[config.mk]
export PLATFORM = sky130hd
export DESIGN_NAME = addressable_rgb_led_chain_driver
export DESIGN_NICKNAME = d
export VERILOG_FILES = /design/src/hdl/rgbled_pkg.sv /design/src/hdl/addressable_rgb_led_chain_driver.sv
export SDC_FILE = /design/constraint.sdc
export NUM_CORES = 1
export LEC_CHECK = 0
export ABC_AREA = 1
export BUFFER_PORTS_ARGS = -buffer_cell sky130_fd_sc_hd__buf_2
export CAP_MARGIN = 25
export CORE_MARGIN = 4
export CORE_UTILIZATION = 40
export CTS_CLUSTER_DIAMETER = 40
export DETAILED_ROUTE_END_ITERATION = 6
export SLEW_MARGIN = 30
export SYNTH_ARGS = -nofsm -noshare
export SYNTH_HDL_FRONTEND = slang
export SYNTH_SLANG_ARGS = --single-unit
[constraint.sdc]
create_clock -name clk_i -period 4.6 [get_ports clk_i]
set_input_delay 0.46 -clock clk_i [delete_from_list [all_inputs] [get_ports clk_i]]
set_output_delay 0.46 -clock clk_i [all_outputs]
set_load 0.01 [all_outputs]
[src/hdl/rgbled_pkg.sv]
package rgbled_pkg;

  // chain size default and its legal range
  localparam int unsigned LED_COUNT_DEF = 12;
  localparam int unsigned LED_COUNT_MAX = 16;

  // field widths
  localparam int unsigned TICK_W   = 10;
  localparam int unsigned LATCH_W  = 16;
  localparam int unsigned INDEX_W  = 4;
  localparam int unsigned COLOR_W  = 8;
  localparam int unsigned CFG_IDX_W = 2;
  localparam int unsigned CFG_DAT_W = 16;

  // one LED row holds green, red, blue, sent from the top bit down
  localparam int unsigned ROW_W     = 3 * COLOR_W;
  localparam int unsigned BIT_SEL_W = $clog2(ROW_W);
  localparam logic [BIT_SEL_W-1:0] BIT_SEL_FIRST = BIT_SEL_W'(ROW_W - 1);

  // stream payload widths
  localparam int unsigned IN_TDATA_W  = 32;
  localparam int unsigned OUT_TDATA_W = 8;

  // register reset values
  localparam logic [TICK_W-1:0]  ZERO_HIGH_RST  = TICK_W'(30);
  localparam logic [TICK_W-1:0]  ONE_HIGH_RST   = TICK_W'(60);
  localparam logic [TICK_W-1:0]  BIT_PERIOD_RST = TICK_W'(125);
  localparam logic [LATCH_W-1:0] LATCH_RST      = LATCH_W'(8000);

  // register indexes
  typedef enum logic [CFG_IDX_W-1:0] {
    CFG_ZERO_HIGH  = 2'd0,
    CFG_ONE_HIGH   = 2'd1,
    CFG_BIT_PERIOD = 2'd2,
    CFG_LATCH      = 2'd3
  } cfg_idx_e;

  // item kinds carried in tuser
  typedef enum logic {
    OP_TICK = 1'b0,
    OP_SET  = 1'b1
  } op_e;

endpackage

[src/hdl/addressable_rgb_led_chain_driver.sv]
// channel   dir  handshake                      payload
// s_axis    in   s_axis_tvalid_i/tready_o       tuser: opcode; tdata: index, red, green, blue
// m_axis    out  m_axis_tvalid_o/tready_i       tdata: data_line, busy_res
// cfg       in   cfg_valid_i/cfg_ready_o        cfg_index_i, cfg_data_i
//
// one beat per cycle sustained while results are taken; each beat is registered
// at the input, then processed in one pass of the wire-timing logic into the
// result register, from which its result is offered.
// a stalled result stalls processing; an empty input register still takes
// one beat while the result waits. cfg writes are always taken.
// rst_ni clears the valid flags, wire state and frame store; cfg registers get reset values.
module addressable_rgb_led_chain_driver
  import rgbled_pkg::*;
#(
  parameter int unsigned LED_COUNT = LED_COUNT_DEF
) (
  input  logic                   clk_i,
  input  logic                   rst_ni,
  // beat in
  input  logic                   s_axis_tvalid_i,
  output logic                   s_axis_tready_o,
  // [3:0] led_index, [11:4] red, [19:12] green, [27:20] blue, [31:28] zero
  input  logic [IN_TDATA_W-1:0]  s_axis_tdata_i,
  // [0] opcode
  input  logic                   s_axis_tuser_i,
  // beat out
  output logic                   m_axis_tvalid_o,
  input  logic                   m_axis_tready_i,
  // [0] data_line, [1] busy_res, [7:2] zero
  output logic [OUT_TDATA_W-1:0] m_axis_tdata_o,
  // register writes
  input  logic                   cfg_valid_i,
  output logic                   cfg_ready_o,
  input  logic [CFG_IDX_W-1:0]   cfg_index_i,
  input  logic [CFG_DAT_W-1:0]   cfg_data_i
);

  localparam int unsigned LED_W = (LED_COUNT > 1) ? $clog2(LED_COUNT) : 1;
  localparam logic [LED_W-1:0] LED_LAST = LED_W'(LED_COUNT - 1);

  // config registers
  logic [TICK_W-1:0]  zero_high_q, one_high_q, period_q;
  logic [LATCH_W-1:0] latch_ticks_q;

  assign cfg_ready_o = 1'b1;

  always_ff @(posedge clk_i or negedge rst_ni) begin
    if (!rst_ni) begin
      zero_high_q   <= ZERO_HIGH_RST;
      one_high_q    <= ONE_HIGH_RST;
      period_q      <= BIT_PERIOD_RST;
      latch_ticks_q <= LATCH_RST;
    end else if (cfg_valid_i) begin
      unique case (cfg_idx_e'(cfg_index_i))
        CFG_ZERO_HIGH:  zero_high_q   <= cfg_data_i[TICK_W-1:0];
        CFG_ONE_HIGH:   one_high_q    <= cfg_data_i[TICK_W-1:0];
        CFG_BIT_PERIOD: period_q      <= cfg_data_i[TICK_W-1:0];
        CFG_LATCH:      latch_ticks_q <= cfg_data_i[LATCH_W-1:0];
        default: ;
      endcase
    end
  end

  // input register
  logic               in_valid_q;
  op_e                op_q;
  logic [INDEX_W-1:0] index_q;
  logic [COLOR_W-1:0] red_q, green_q, blue_q;
  logic               advance;
  logic               out_valid_q;

  assign advance         = in_valid_q && (!out_valid_q || m_axis_tready_i);
  assign s_axis_tready_o = !in_valid_q || advance;

  always_ff @(posedge clk_i or negedge rst_ni) begin
    if (!rst_ni) begin
      in_valid_q <= 1'b0;
    end else if (s_axis_tready_o) begin
      in_valid_q <= s_axis_tvalid_i;
    end
  end

  always_ff @(posedge clk_i) begin
    if (s_axis_tready_o && s_axis_tvalid_i) begin
      op_q    <= op_e'(s_axis_tuser_i);
      index_q <= s_axis_tdata_i[INDEX_W-1:0];
      red_q   <= s_axis_tdata_i[INDEX_W +: COLOR_W];
      green_q <= s_axis_tdata_i[INDEX_W+COLOR_W +: COLOR_W];
      blue_q  <= s_axis_tdata_i[INDEX_W+2*COLOR_W +: COLOR_W];
    end
  end

  // wire state
  logic [ROW_W-1:0]     store_q [LED_COUNT];
  logic [LED_W-1:0]     led_q, led_d;
  logic [BIT_SEL_W-1:0] bit_sel_q, bit_sel_d;
  logic [TICK_W-1:0]    cnt_q, cnt_d;
  logic [LATCH_W-1:0]   latch_q, latch_d;
  logic                 sending_q, sending_d;
  logic                 pending_q, pending_d;
  logic                 line_q, line_d;
  logic                 busy_q, busy_d;
  logic                 store_we;

  // scratch for the tick
  logic                 start;
  logic                 snd;
  logic [LED_W-1:0]     led_cur;
  logic [BIT_SEL_W-1:0] bit_cur;
  logic [TICK_W-1:0]    cnt_cur;
  logic [TICK_W:0]      cnt_inc;
  logic                 bit_val;
  logic [TICK_W-1:0]    high;
  logic                 cell_end;

  // one pass of the model step
  always_comb begin
    led_d     = led_q;
    bit_sel_d = bit_sel_q;
    cnt_d     = cnt_q;
    latch_d   = latch_q;
    sending_d = sending_q;
    pending_d = pending_q;
    line_d    = line_q;
    store_we  = 1'b0;

    start    = !sending_q && (latch_q == '0) && pending_q;
    snd      = sending_q || start;
    led_cur  = start ? '0 : led_q;
    bit_cur  = start ? BIT_SEL_FIRST : bit_sel_q;
    cnt_cur  = start ? '0 : cnt_q;
    bit_val  = store_q[led_cur][bit_cur];
    high     = bit_val ? one_high_q : zero_high_q;
    cnt_inc  = {1'b0, cnt_cur} + 1'b1;
    cell_end = cnt_inc[TICK_W] || (cnt_inc[TICK_W-1:0] >= period_q);

    if (op_q == OP_SET) begin
      store_we  = ({1'b0, index_q} < (INDEX_W+1)'(LED_COUNT));
      pending_d = 1'b1;
    end else begin
      if (start) pending_d = 1'b0;
      if (snd) begin
        line_d    = (cnt_cur < high);
        sending_d = 1'b1;
        led_d     = led_cur;
        bit_sel_d = bit_cur;
        cnt_d     = cnt_inc[TICK_W-1:0];
        if (cell_end) begin
          cnt_d = '0;
          if (bit_cur == '0) begin
            bit_sel_d = BIT_SEL_FIRST;
            if (led_cur == LED_LAST) begin
              led_d     = '0;
              sending_d = 1'b0;
              latch_d   = latch_ticks_q;
            end else begin
              led_d = led_cur + 1'b1;
            end
          end else begin
            bit_sel_d = bit_cur - 1'b1;
          end
        end
      end else begin
        line_d = 1'b0;
        if (latch_q != '0) latch_d = latch_q - 1'b1;
      end
    end

    busy_d = sending_d || (latch_d != '0);
  end

  // state and frame store update
  always_ff @(posedge clk_i or negedge rst_ni) begin
    if (!rst_ni) begin
      led_q     <= '0;
      bit_sel_q <= BIT_SEL_FIRST;
      cnt_q     <= '0;
      latch_q   <= '0;
      sending_q <= 1'b0;
      pending_q <= 1'b0;
      line_q    <= 1'b0;
      for (int i = 0; i < LED_COUNT; i++) store_q[i] <= '0;
    end else if (advance) begin
      led_q     <= led_d;
      bit_sel_q <= bit_sel_d;
      cnt_q     <= cnt_d;
      latch_q   <= latch_d;
      sending_q <= sending_d;
      pending_q <= pending_d;
      line_q    <= line_d;
      if (store_we) store_q[index_q[LED_W-1:0]] <= {green_q, red_q, blue_q};
    end
  end

  // result register
  always_ff @(posedge clk_i or negedge rst_ni) begin
    if (!rst_ni) begin
      out_valid_q <= 1'b0;
    end else if (!out_valid_q || m_axis_tready_i) begin
      out_valid_q <= in_valid_q;
    end
  end

  always_ff @(posedge clk_i) begin
    if (advance) busy_q <= busy_d;
  end

  assign m_axis_tvalid_o = out_valid_q;
  assign m_axis_tdata_o  = {{(OUT_TDATA_W-2){1'b0}}, busy_q, line_q};

endmodule
# Word level (Yosys, flattened, before mapping)
# Index checks and enable logic that the tools add are counted.
[op_classes]
n_bitwise = 3
magnitude_cmp = 7
n_addsub = 4
n_eq_ne = 4
reduce_logical = 27
muxes = 33
n_shift = 0
div_mod_pow = 0
mul = 0
[op_table]
columns = ["op", "count"]
rows = [
  ["bitwise mux 288 bit", 1],
  ["binary-select mux 24 bit (select 4 bit)", 1],
  ["demux 24 bit (select 4 bit)", 1],
  ["2-to-1 mux 16 bit", 6],
  ["2-to-1 mux 24 bit", 3],
  ["nonzero test 16 bit", 2],
  ["2-to-1 mux 10 bit", 3],
  ["logical NOT 16 bit", 1],
  ["2-to-1 mux 4 bit", 4],
  ["subtractor 16 x 1 -> 16 bit (second input constant)", 1],
  ["2-to-1 mux 5 bit", 3],
  ["AND reduction 2 bit", 7],
  ["adder 10 x 1 -> 11 bit (second input constant)", 1],
  ["greater-or-equal comparator 10 bit", 1],
  ["greater-or-equal comparator 5 bit (second input constant)", 2],
  ["less-than comparator 10 bit", 1],
  ["2-to-1 mux 1 bit", 10],
  ["inverter 4 -> 5 bit", 2],
  ["less-than comparator 5 x 6 -> 1 bit (second input constant)", 1],
  ["binary-select mux 1 bit (select 5 bit)", 1],
  ["logical AND 1 bit", 5],
  ["logical NOT 5 bit", 1],
  ["logical OR 1 bit", 5],
  ["less-than comparator 5 x 1 -> 1 bit (second input constant)", 1],
  ["11 further kinds", 14],
]
[word_totals]
mem_bits_rw = 0
register_bits = 404
latch_bits = 0
input_bits = 56
rom_bits = 0
mem_count = 0
word_cells = 109

# Depth between registers and ports, before layout
# Gate-level depths: netlist (run 1).
[depth]
depth_word = 13
mapped_depth = 34

# Worst setup path before layout (run 1)
# OpenSTA, ideal clock, no wires.
[synth_timing]
path_kind = "register to register"
start = "register latch_q[0]"
end = "register busy_q, data pin"
arrival_ns = 3.829
setup_time_ns = 0.254
stages_incl_launch_ff = 33
synth_period_minus_slack_ns = 4.083
n_path_buf = 1
path_slack_ns = 0.517
cell_sequence = "dfrtp_1 -> inv_1 -> ha_1 -> nand2_1 -> nor2_4 -> nand3_1 -> nor2_2 -> nor2_1 -> nand4_1 -> nor2_1 -> nand2_1 -> nor2_1 -> nand2_1 -> xor2_1 -> inv_1 -> ha_1 -> nand2_1 -> o21ai_0 -> a21oi_1 -> and2_1 -> o31ai_4 -> nand3b_2 -> nor2_2 -> nand2_2 -> buf_2 -> nand2_1 -> nand3_1 -> nand2_1 -> nand3_1 -> o21ai_0 -> inv_1 -> nor2_1 -> nand2_1"
[synth_between]
elab_chain_cells = 12
[synth_lines]
columns = ["item", "line", "rtl"]
rows = [
  ["from (decl)", "addressable_rgb_led_chain_driver.sv:98", "logic [LATCH_W-1:0] latch_q, latch_d;"],
  ["from (signal assigned)", "addressable_rgb_led_chain_driver.sv:187", "latch_q <= latch_d;"],
  ["logical NOT 16 bit", "addressable_rgb_led_chain_driver.sv:127", "start = !sending_q && (latch_q == '0) && pending_q;"],
  ["logical AND 1 bit (2 in series)", "addressable_rgb_led_chain_driver.sv:127", ""],
  ["2-to-1 mux 10 bit or 2-to-1 mux 4 bit (tied branches)", "addressable_rgb_led_chain_driver.sv:131, addressable_rgb_led_chain_driver.sv:129", ""],
  ["adder 10 x 1 -> 11 bit or equality test 4 bit (tied branches)", "addressable_rgb_led_chain_driver.sv:134, addressable_rgb_led_chain_driver.sv:152", ""],
  ["greater-or-equal comparator 10 bit or 2-to-1 mux 16 bit (tied branches)", "addressable_rgb_led_chain_driver.sv:135, addressable_rgb_led_chain_driver.sv:152", ""],
  ["logical OR 1 bit or 2-to-1 mux 16 bit (tied branches)", "addressable_rgb_led_chain_driver.sv:135, addressable_rgb_led_chain_driver.sv:150", ""],
  ["2-to-1 mux 16 bit", "addressable_rgb_led_chain_driver.sv:148", "if (cell_end) begin"],
  ["2-to-1 mux 16 bit", "addressable_rgb_led_chain_driver.sv:142", "if (snd) begin"],
  ["2-to-1 mux 16 bit", "addressable_rgb_led_chain_driver.sv:137", "if (op_q == OP_SET) begin"],
  ["nonzero test 16 bit", "addressable_rgb_led_chain_driver.sv:169", "busy_d = sending_d || (latch_d != '0);"],
  ["logical OR 1 bit (*)", "addressable_rgb_led_chain_driver.sv:169", ""],
  ["net busy_d", "addressable_rgb_led_chain_driver.sv:102", "logic busy_q, busy_d;"],
  ["to (signal assigned)", "addressable_rgb_led_chain_driver.sv:205", "if (advance) busy_q <= busy_d;"],
  ["to (decl)", "addressable_rgb_led_chain_driver.sv:102", ""],
]
# The timed path passes the listed nets; every way through them passes the cells marked *.
# A chain may end at the register's enable or synchronous reset.

# Worst setup path after layout (run 1)
# Same ends and word-level chain as after synthesis.

==> results of run 1 <==
[cell usage in the layout (no fill, tap or decap), types with 19 or more instances in the layout]
| master | synthesis | routed |
|---|---|---|
| o21ai_0 | 168 | 163 |
| buf_4 | 22 | 95 |
| buf_2 | 28 | 54 |
| nand3_1 | 273 | 270 |
| edfxtp_1 | 30 | 30 |
| nand2_1 | 525 | 519 |
| inv_1 | 169 | 166 |
| a21oi_1 | 261 | 261 |
| ha_1 | 21 | 19 |
| o22ai_1 | 25 | 25 |
| dfstp_2 | 24 | 24 |
| clkbuf_16 | 0 | 69 |
| o21ai_1 | 19 | 23 |
| nor2_1 | 337 | 326 |
| dfrtp_1 | 350 | 349 |
[cells by family (layout without fill, tap and decap cells)]
kind of cell | count (synthesis) | in the layout
and+or+nand+nor | 1174 | 1175
buffers and inverters | 360 | 478
other | 2 | 7
muxes | 14 | 14
xor gates and xnor gates | 8 | 8
adders and majority gates | 21 | 21
AOI/OAI and AO/OA | 500 | 500
DFF | 404 | 404
[final cells by class]
class                           instances  area (um^2)  share of cell area
Sequential cell                       404        10290              0.4327
Multi-Input combinational cell       1725         8240              0.3464
Clock buffer                           79         1784             0.07501
Timing Repair Buffer                  171         1344             0.05649
Tap cell                              664        830.8             0.03493
Inverter                              181        681.9             0.02867
Clock inverter                         47        613.1             0.02577
[registers in the layout, indices dropped and copies added, names as in the netlist, 10 cells and up]
register and flops:
store_q 288, latch_q 16, latch_ticks_q 16, zero_high_q 10
period_q 10, one_high_q 10, cnt_q 10
[where the power goes]
| group | total [mW] | leakage, nW | internal [mW] | switching (mW) |
|---|---|---|---|---|
| Clock | 5.28 | 1.15 | 3.36 | 1.92 |
| Sequential | 5.41 | 4.80 | 4.79 | 0.622 |
| Combinational | 5.81 | 5.09 | 2.24 | 3.57 |
[per-layer routing]
| metal | part of all wire | vias up |
|---|---|---|
| li1 | - | 8269 |
| met1 | 0.43 | 8252 |
| met2 | 0.48 | 505 |
| met3 | 0.064 | 118 |
| met4 | 0.027 | 0 |
| met5 | 0 | - |
[synth_stat cells (9+ instances only)]
library cell | n | area (um^2)
a21oi_1 | 261 | 1306
buf_2 | 28 | 140.1
buf_4 | 22 | 165.2
buf_6 | 9 | 101.4
clkbuf_1 | 109 | 409.1
clkinv_1 | 9 | 33.78
dfrtp_1 | 350 | 8758
dfstp_2 | 24 | 630.6
edfxtp_1 | 30 | 900.9
ha_1 | 21 | 262.8
inv_1 | 169 | 634.4
nand2_1 | 525 | 1971
nand3_1 | 273 | 1366
nor2_1 | 337 | 1265
o211ai_1 | 12 | 90.09
o21ai_0 | 168 | 840.8
o21ai_1 | 19 | 95.09
o22ai_1 | 25 | 156.4
[through the flow]
stage	cell area (um^2)	worst slack, ns	hold WS (ns)
finish	23790	0.2466	0.03209
detailed placement	21130	-0.02489	0.4671
CTS	23580	0.005989	0.001626
global placement	21130	0.04462	0.4600
floorplan	19860	0.5169	0.1644
global route	23790	-0.08247	0.008437
[what timing repair did]
item / 4_1_cts / 5_1_grt
pin swaps: 0 / 15
hold buffers: 4 / 0
gates resized for setup: 2 / 38
endpoints found under the hold margin: 88 / 0
cloned: 0 / 1
buffers inserted: 0 / 7
setup endpoints to repair: 1 / 9
[path summary, 6_finish.rpt]
kind | slack (ns) | to | startpoint | cells past startpoint
max | 0.25 | busy_q | latch_q[0] | 32
max reg2reg | 0.25 | busy_q | latch_q[0] | 32
min | 0.03 | green_q[3] | s_axis_tdata_i[15] | 1
min in group asynchronous | 0.52 | latch_q[10] | rst_ni | 2
max in group asynchronous | 2.83 | store_q[104] | rst_ni | 3
min reg2reg | 0.48 | bit_sel_q[0] | bit_sel_q[0] | 2
==> metrics.txt, run 1 <==
status=completed; GPL Wtd Cong=0.8681; Vias=17,140; Total Nets Final=2,628; Cell Rows=81; num ports=67; Netlist Area Pre-Place=19,840 um^2; number of enable flip-flop cells after synthesis=30; met2 Track Usage GR=0.3604; Util after Layout=0.4860; initial antenna violation count=0; post-DP HPWL=33,520 um; CP required=5.07 ns; synthesized flop and latch total=404; number of global-route vias before repair=16,690; Post-synth top flop=dfrtp_1; Die X=230.7 um; Distinct cells, synth=47; measured slew at the worst slew-check pin=0.8467 ns; Hold Path Class=in -> reg; Power per Cell Area=693.7 nW/um^2; WP buf/inv=5; CTS tree=done; via-per-instance ratio=5.241; final-layout fill cell count=4,676; global route overflow=0; FMAX=229.7 MHz; CP max stage delay=0.37 ns; die area=53,230 um^2; CTS buffer count=68; syn_area_per_cell=7.991 um^2; largest family of logic cells by synthesized area=simple AND/OR/NAND/NOR gates; Max-slew headroom=0.4355; non-filler cells, final=3,271; Clk Latency, worst-skew pair=0.60 ns; n_diodes=0; min Tclk post-route=4.353 ns; grt met3 use=0.04516; Core Region=48,950 um^2; critical path class=reg -> reg; critical path peak fanout=10; busiest grt layer=met2; Worst path slowest cell=dfrtp_1; gr usage total=0.2173; Lkg Pwr=11.04 nW; Syn Inst Count=2,483; Largest delay share family, worst path=simple AND/OR/NAND/NOR gates; Final Max Tran Viols=0; post-synthesis xor/xnor area fraction=0.003531; Sink Count=404; met1 Usage GRT=0.2865; Final setup viols=0; CP endpoint kind=flop; DRT Pass-1 Iters=6; Setup Skew=0.02231 ns; post-route ant nets=0; Hold Vio Cnt, Final=0; Critical Path AT=4.82 ns; largest net degree at the start of global routing=103; Area Growth Syn to Fin=19.89%; Port Buffers=55; Die H=230.7 um; DRT iter0 DRCs=1,637; Synth Area in Adders=0.01324; Pwr Total=16.50 mW; mux cell area share after synthesis=0.007441; number of max-cap violations=0; final WL=57,880 um; setup_tns=0 ns; Synth Area in Simple Gates=0.2459; share of layout cells above drive strength 1=0.1419; Max VDD drop=0.4104 mV; root buffer cell=clkbuf_16; Reg clk slew, reported paths=0.05 ns; drc violations=0; asr flop ratio synth=0.9257; Compound-Gate Fraction of Synth Area=0.1317; initial cell density of the core=0.4053; YS warnings=0; CP Launch Type=flop; register area share after synthesis=0.5186; WL per Instance=17.69 um; Clock Path Buffers=3; fin crit share=0.9464; htree depth=3; first-pass GRT wire length=92,380 um; Inst Count DP=3,133
No activity file was read; power rests on OpenSTA's default activity.
==> run 2: changes to the inputs <==
Settings changed: CORE_ASPECT_RATIO set to 0.75.
Clock period 4.6 ns to 5.6 ns, I/O delays scaled along.
==> run 2 against run 1 <==
  * Non-clock buffer count down 72
  * Critical path depth fell by 1
  * Via count shrank 3.1%
  * Largest cell class unchanged
==> metrics.txt, run 2 (synthesis gave the netlist of run 1 again) <==
Total Nets Final=2,542; Clk Latency, worst-skew pair=0.59 ns; die area=53,270 um^2; global route overflow=0; Final Max Tran Viols=0; Port Buffers=55; Core Region=48,870 um^2; Largest delay share family, worst path=simple AND/OR/NAND/NOR gates; CP required=5.93 ns; most frequent cells in the layout=nand2_1 (523), dfrtp_1 (349), nor2_1 (332), nand3_1 (271), a21oi_1 (261); sw frac=0.3772; part of the power in registers=0.361; number of max-cap violations=0; setup bufs post-CTS=0; Crit path depth=31; Reg clk slew, reported paths=0.06 ns; DRT Pass-1 Iters=5; Pwr Total=12.52 mW; status=completed; Cell Rows=70; fin crit share=0.9008; Die X=265.2 um; min Tclk post-route=5.045 ns; WP buf/inv=2; max FFs per register=288; initial cell density of the core=0.4060; post-route ant nets=0; Max-slew headroom=0.3877; htree depth=2; share of layout cells above drive strength 1=0.1055; P_sw=4.724 mW; first-pass GRT wire length=89,840 um; n_diodes=0; Critical Path AT=5.38 ns; drc violations=0; most flop-heavy register=store_q; Internal=7.799 mW; largest net degree at the start of global routing=159; RSZ-0062 raised after global routing=no; gr usage total=0.2101; CP endpoint kind=flop; final WL=56,250 um; Vias=16,620; Lkg Pwr=10.46 nW; WL per Instance=17.81 um; post-DP HPWL=33,260 um; CP Launch Type=flop; critical path class=reg -> reg; most common cell after layout, fill and taps aside=nand2_1; hold depth=1; Hold Vio Cnt, Final=0; setup_tns=0 ns; root buffer cell=clkbuf_16; CP max stage delay=0.37 ns; Power per Cell Area=554.6 nW/um^2; Post-Place Cell Area=20,550 um^2; measured slew at the worst slew-check pin=0.9185 ns; Sink Count=404; Clock Path Buffers=3; DRT iter0 DRCs=1,454; via-per-instance ratio=5.260; number of global-route vias before repair=16,010; Die H=200.9 um; Inst Count DP=3,054; Max VDD drop=0.2454 mV; Final setup viols=0; critical path peak fanout=17; R2R depth=31; Worst path slowest cell=dfrtp_1; CTS tree=done; Clk pwr share=0.294; Setup Skew=0.01584 ns; initial antenna violation count=0; fin area=22,580 um^2; Area Growth Syn to Fin=13.80%; GPL Wtd Cong=0.8704; non-filler cells, final=3,159; CTS buffer count=55; num ports=67; combinational power share=0.346; Hold Path Class=in -> reg; FMAX=198.2 MHz; biggest regs=store_q (288), latch_q (16), latch_ticks_q (16); final-layout fill cell count=4,740
-- run 2: changes by cell type in the layout (fill, tap and decap cells not counted), sizes merged, moves of 2 or more --
cell | previous run | this run
clkbuf | 79 | 70
dlygate4sd3 | 4 | 1
inv | 182 | 180
bufinv | 9 | 6
clkinv | 30 | 20
buf | 167 | 98
-- run 2: timing repair --
item,4_1_cts,5_1_grt
resized for setup,0,4
hold endpoints to repair,75,0
endpoints found under the setup margin,0,1
hold buffers,1,0
-- run 2: power groups by stage --
stage | logic, mW | clock network (mW) | registers [mW]
3_5_place_dp | 4.29 | 0 | 4.55
6_report | 4.33 | 3.68 | 4.52
3_3_place_gp | 4.20 | 0 | 4.51
5_1_grt | 4.95 | 3.90 | 4.63
4_1_cts | 4.32 | 3.76 | 4.50
2_1_floorplan | 3.30 | 0 | 4.37
-- run 2: metal layers --
layer	global-route usage	share of wire
met2	0.3148	0.43
met4	0.05280	0.021
met5	0	0
met1	0.3127	0.48
met3	0.04276	0.068
-- run 2: final cells by class --
cell class / instances / area, um^2 / area share
clock buffers: 70 / 1588 / 0.07032
clock inverters: 33 / 387.9 / 0.01718
inverters: 181 / 681.9 / 0.03020
multi-input cells: 1724 / 8105 / 0.3590
flip-flops and latches: 404 / 10290 / 0.4559
well taps: 648 / 810.8 / 0.03591
repair buffers: 99 / 713.2 / 0.03158
-- run 2: path summary, 6_finish.rpt --
path                                     from      endpoint  slack [ns]
min                        s_axis_tdata_i[15]    green_q[3]        0.14
max reg2reg                        latch_q[0]        busy_q        0.56
min in group asynchronous              rst_ni  store_q[134]        0.52
max in group asynchronous              rst_ni   store_q[69]        3.77
max                                latch_q[0]        busy_q        0.56
min reg2reg                      bit_sel_q[1]  bit_sel_q[1]        0.47
-- run 2: per-stage QoR --
stage	setup slack, ns	utilization	hold WS (ns)
2_1_floorplan	1.517	-	0.2644
3_3_place_gp	0.5555	0.4205	0.4558
6_report	0.5555	0.4620	0.1438
5_1_grt	0.03600	0.4620	0.1144
3_5_place_dp	0.5406	0.4205	0.4645
4_1_cts	0.5080	0.4611	0.1103
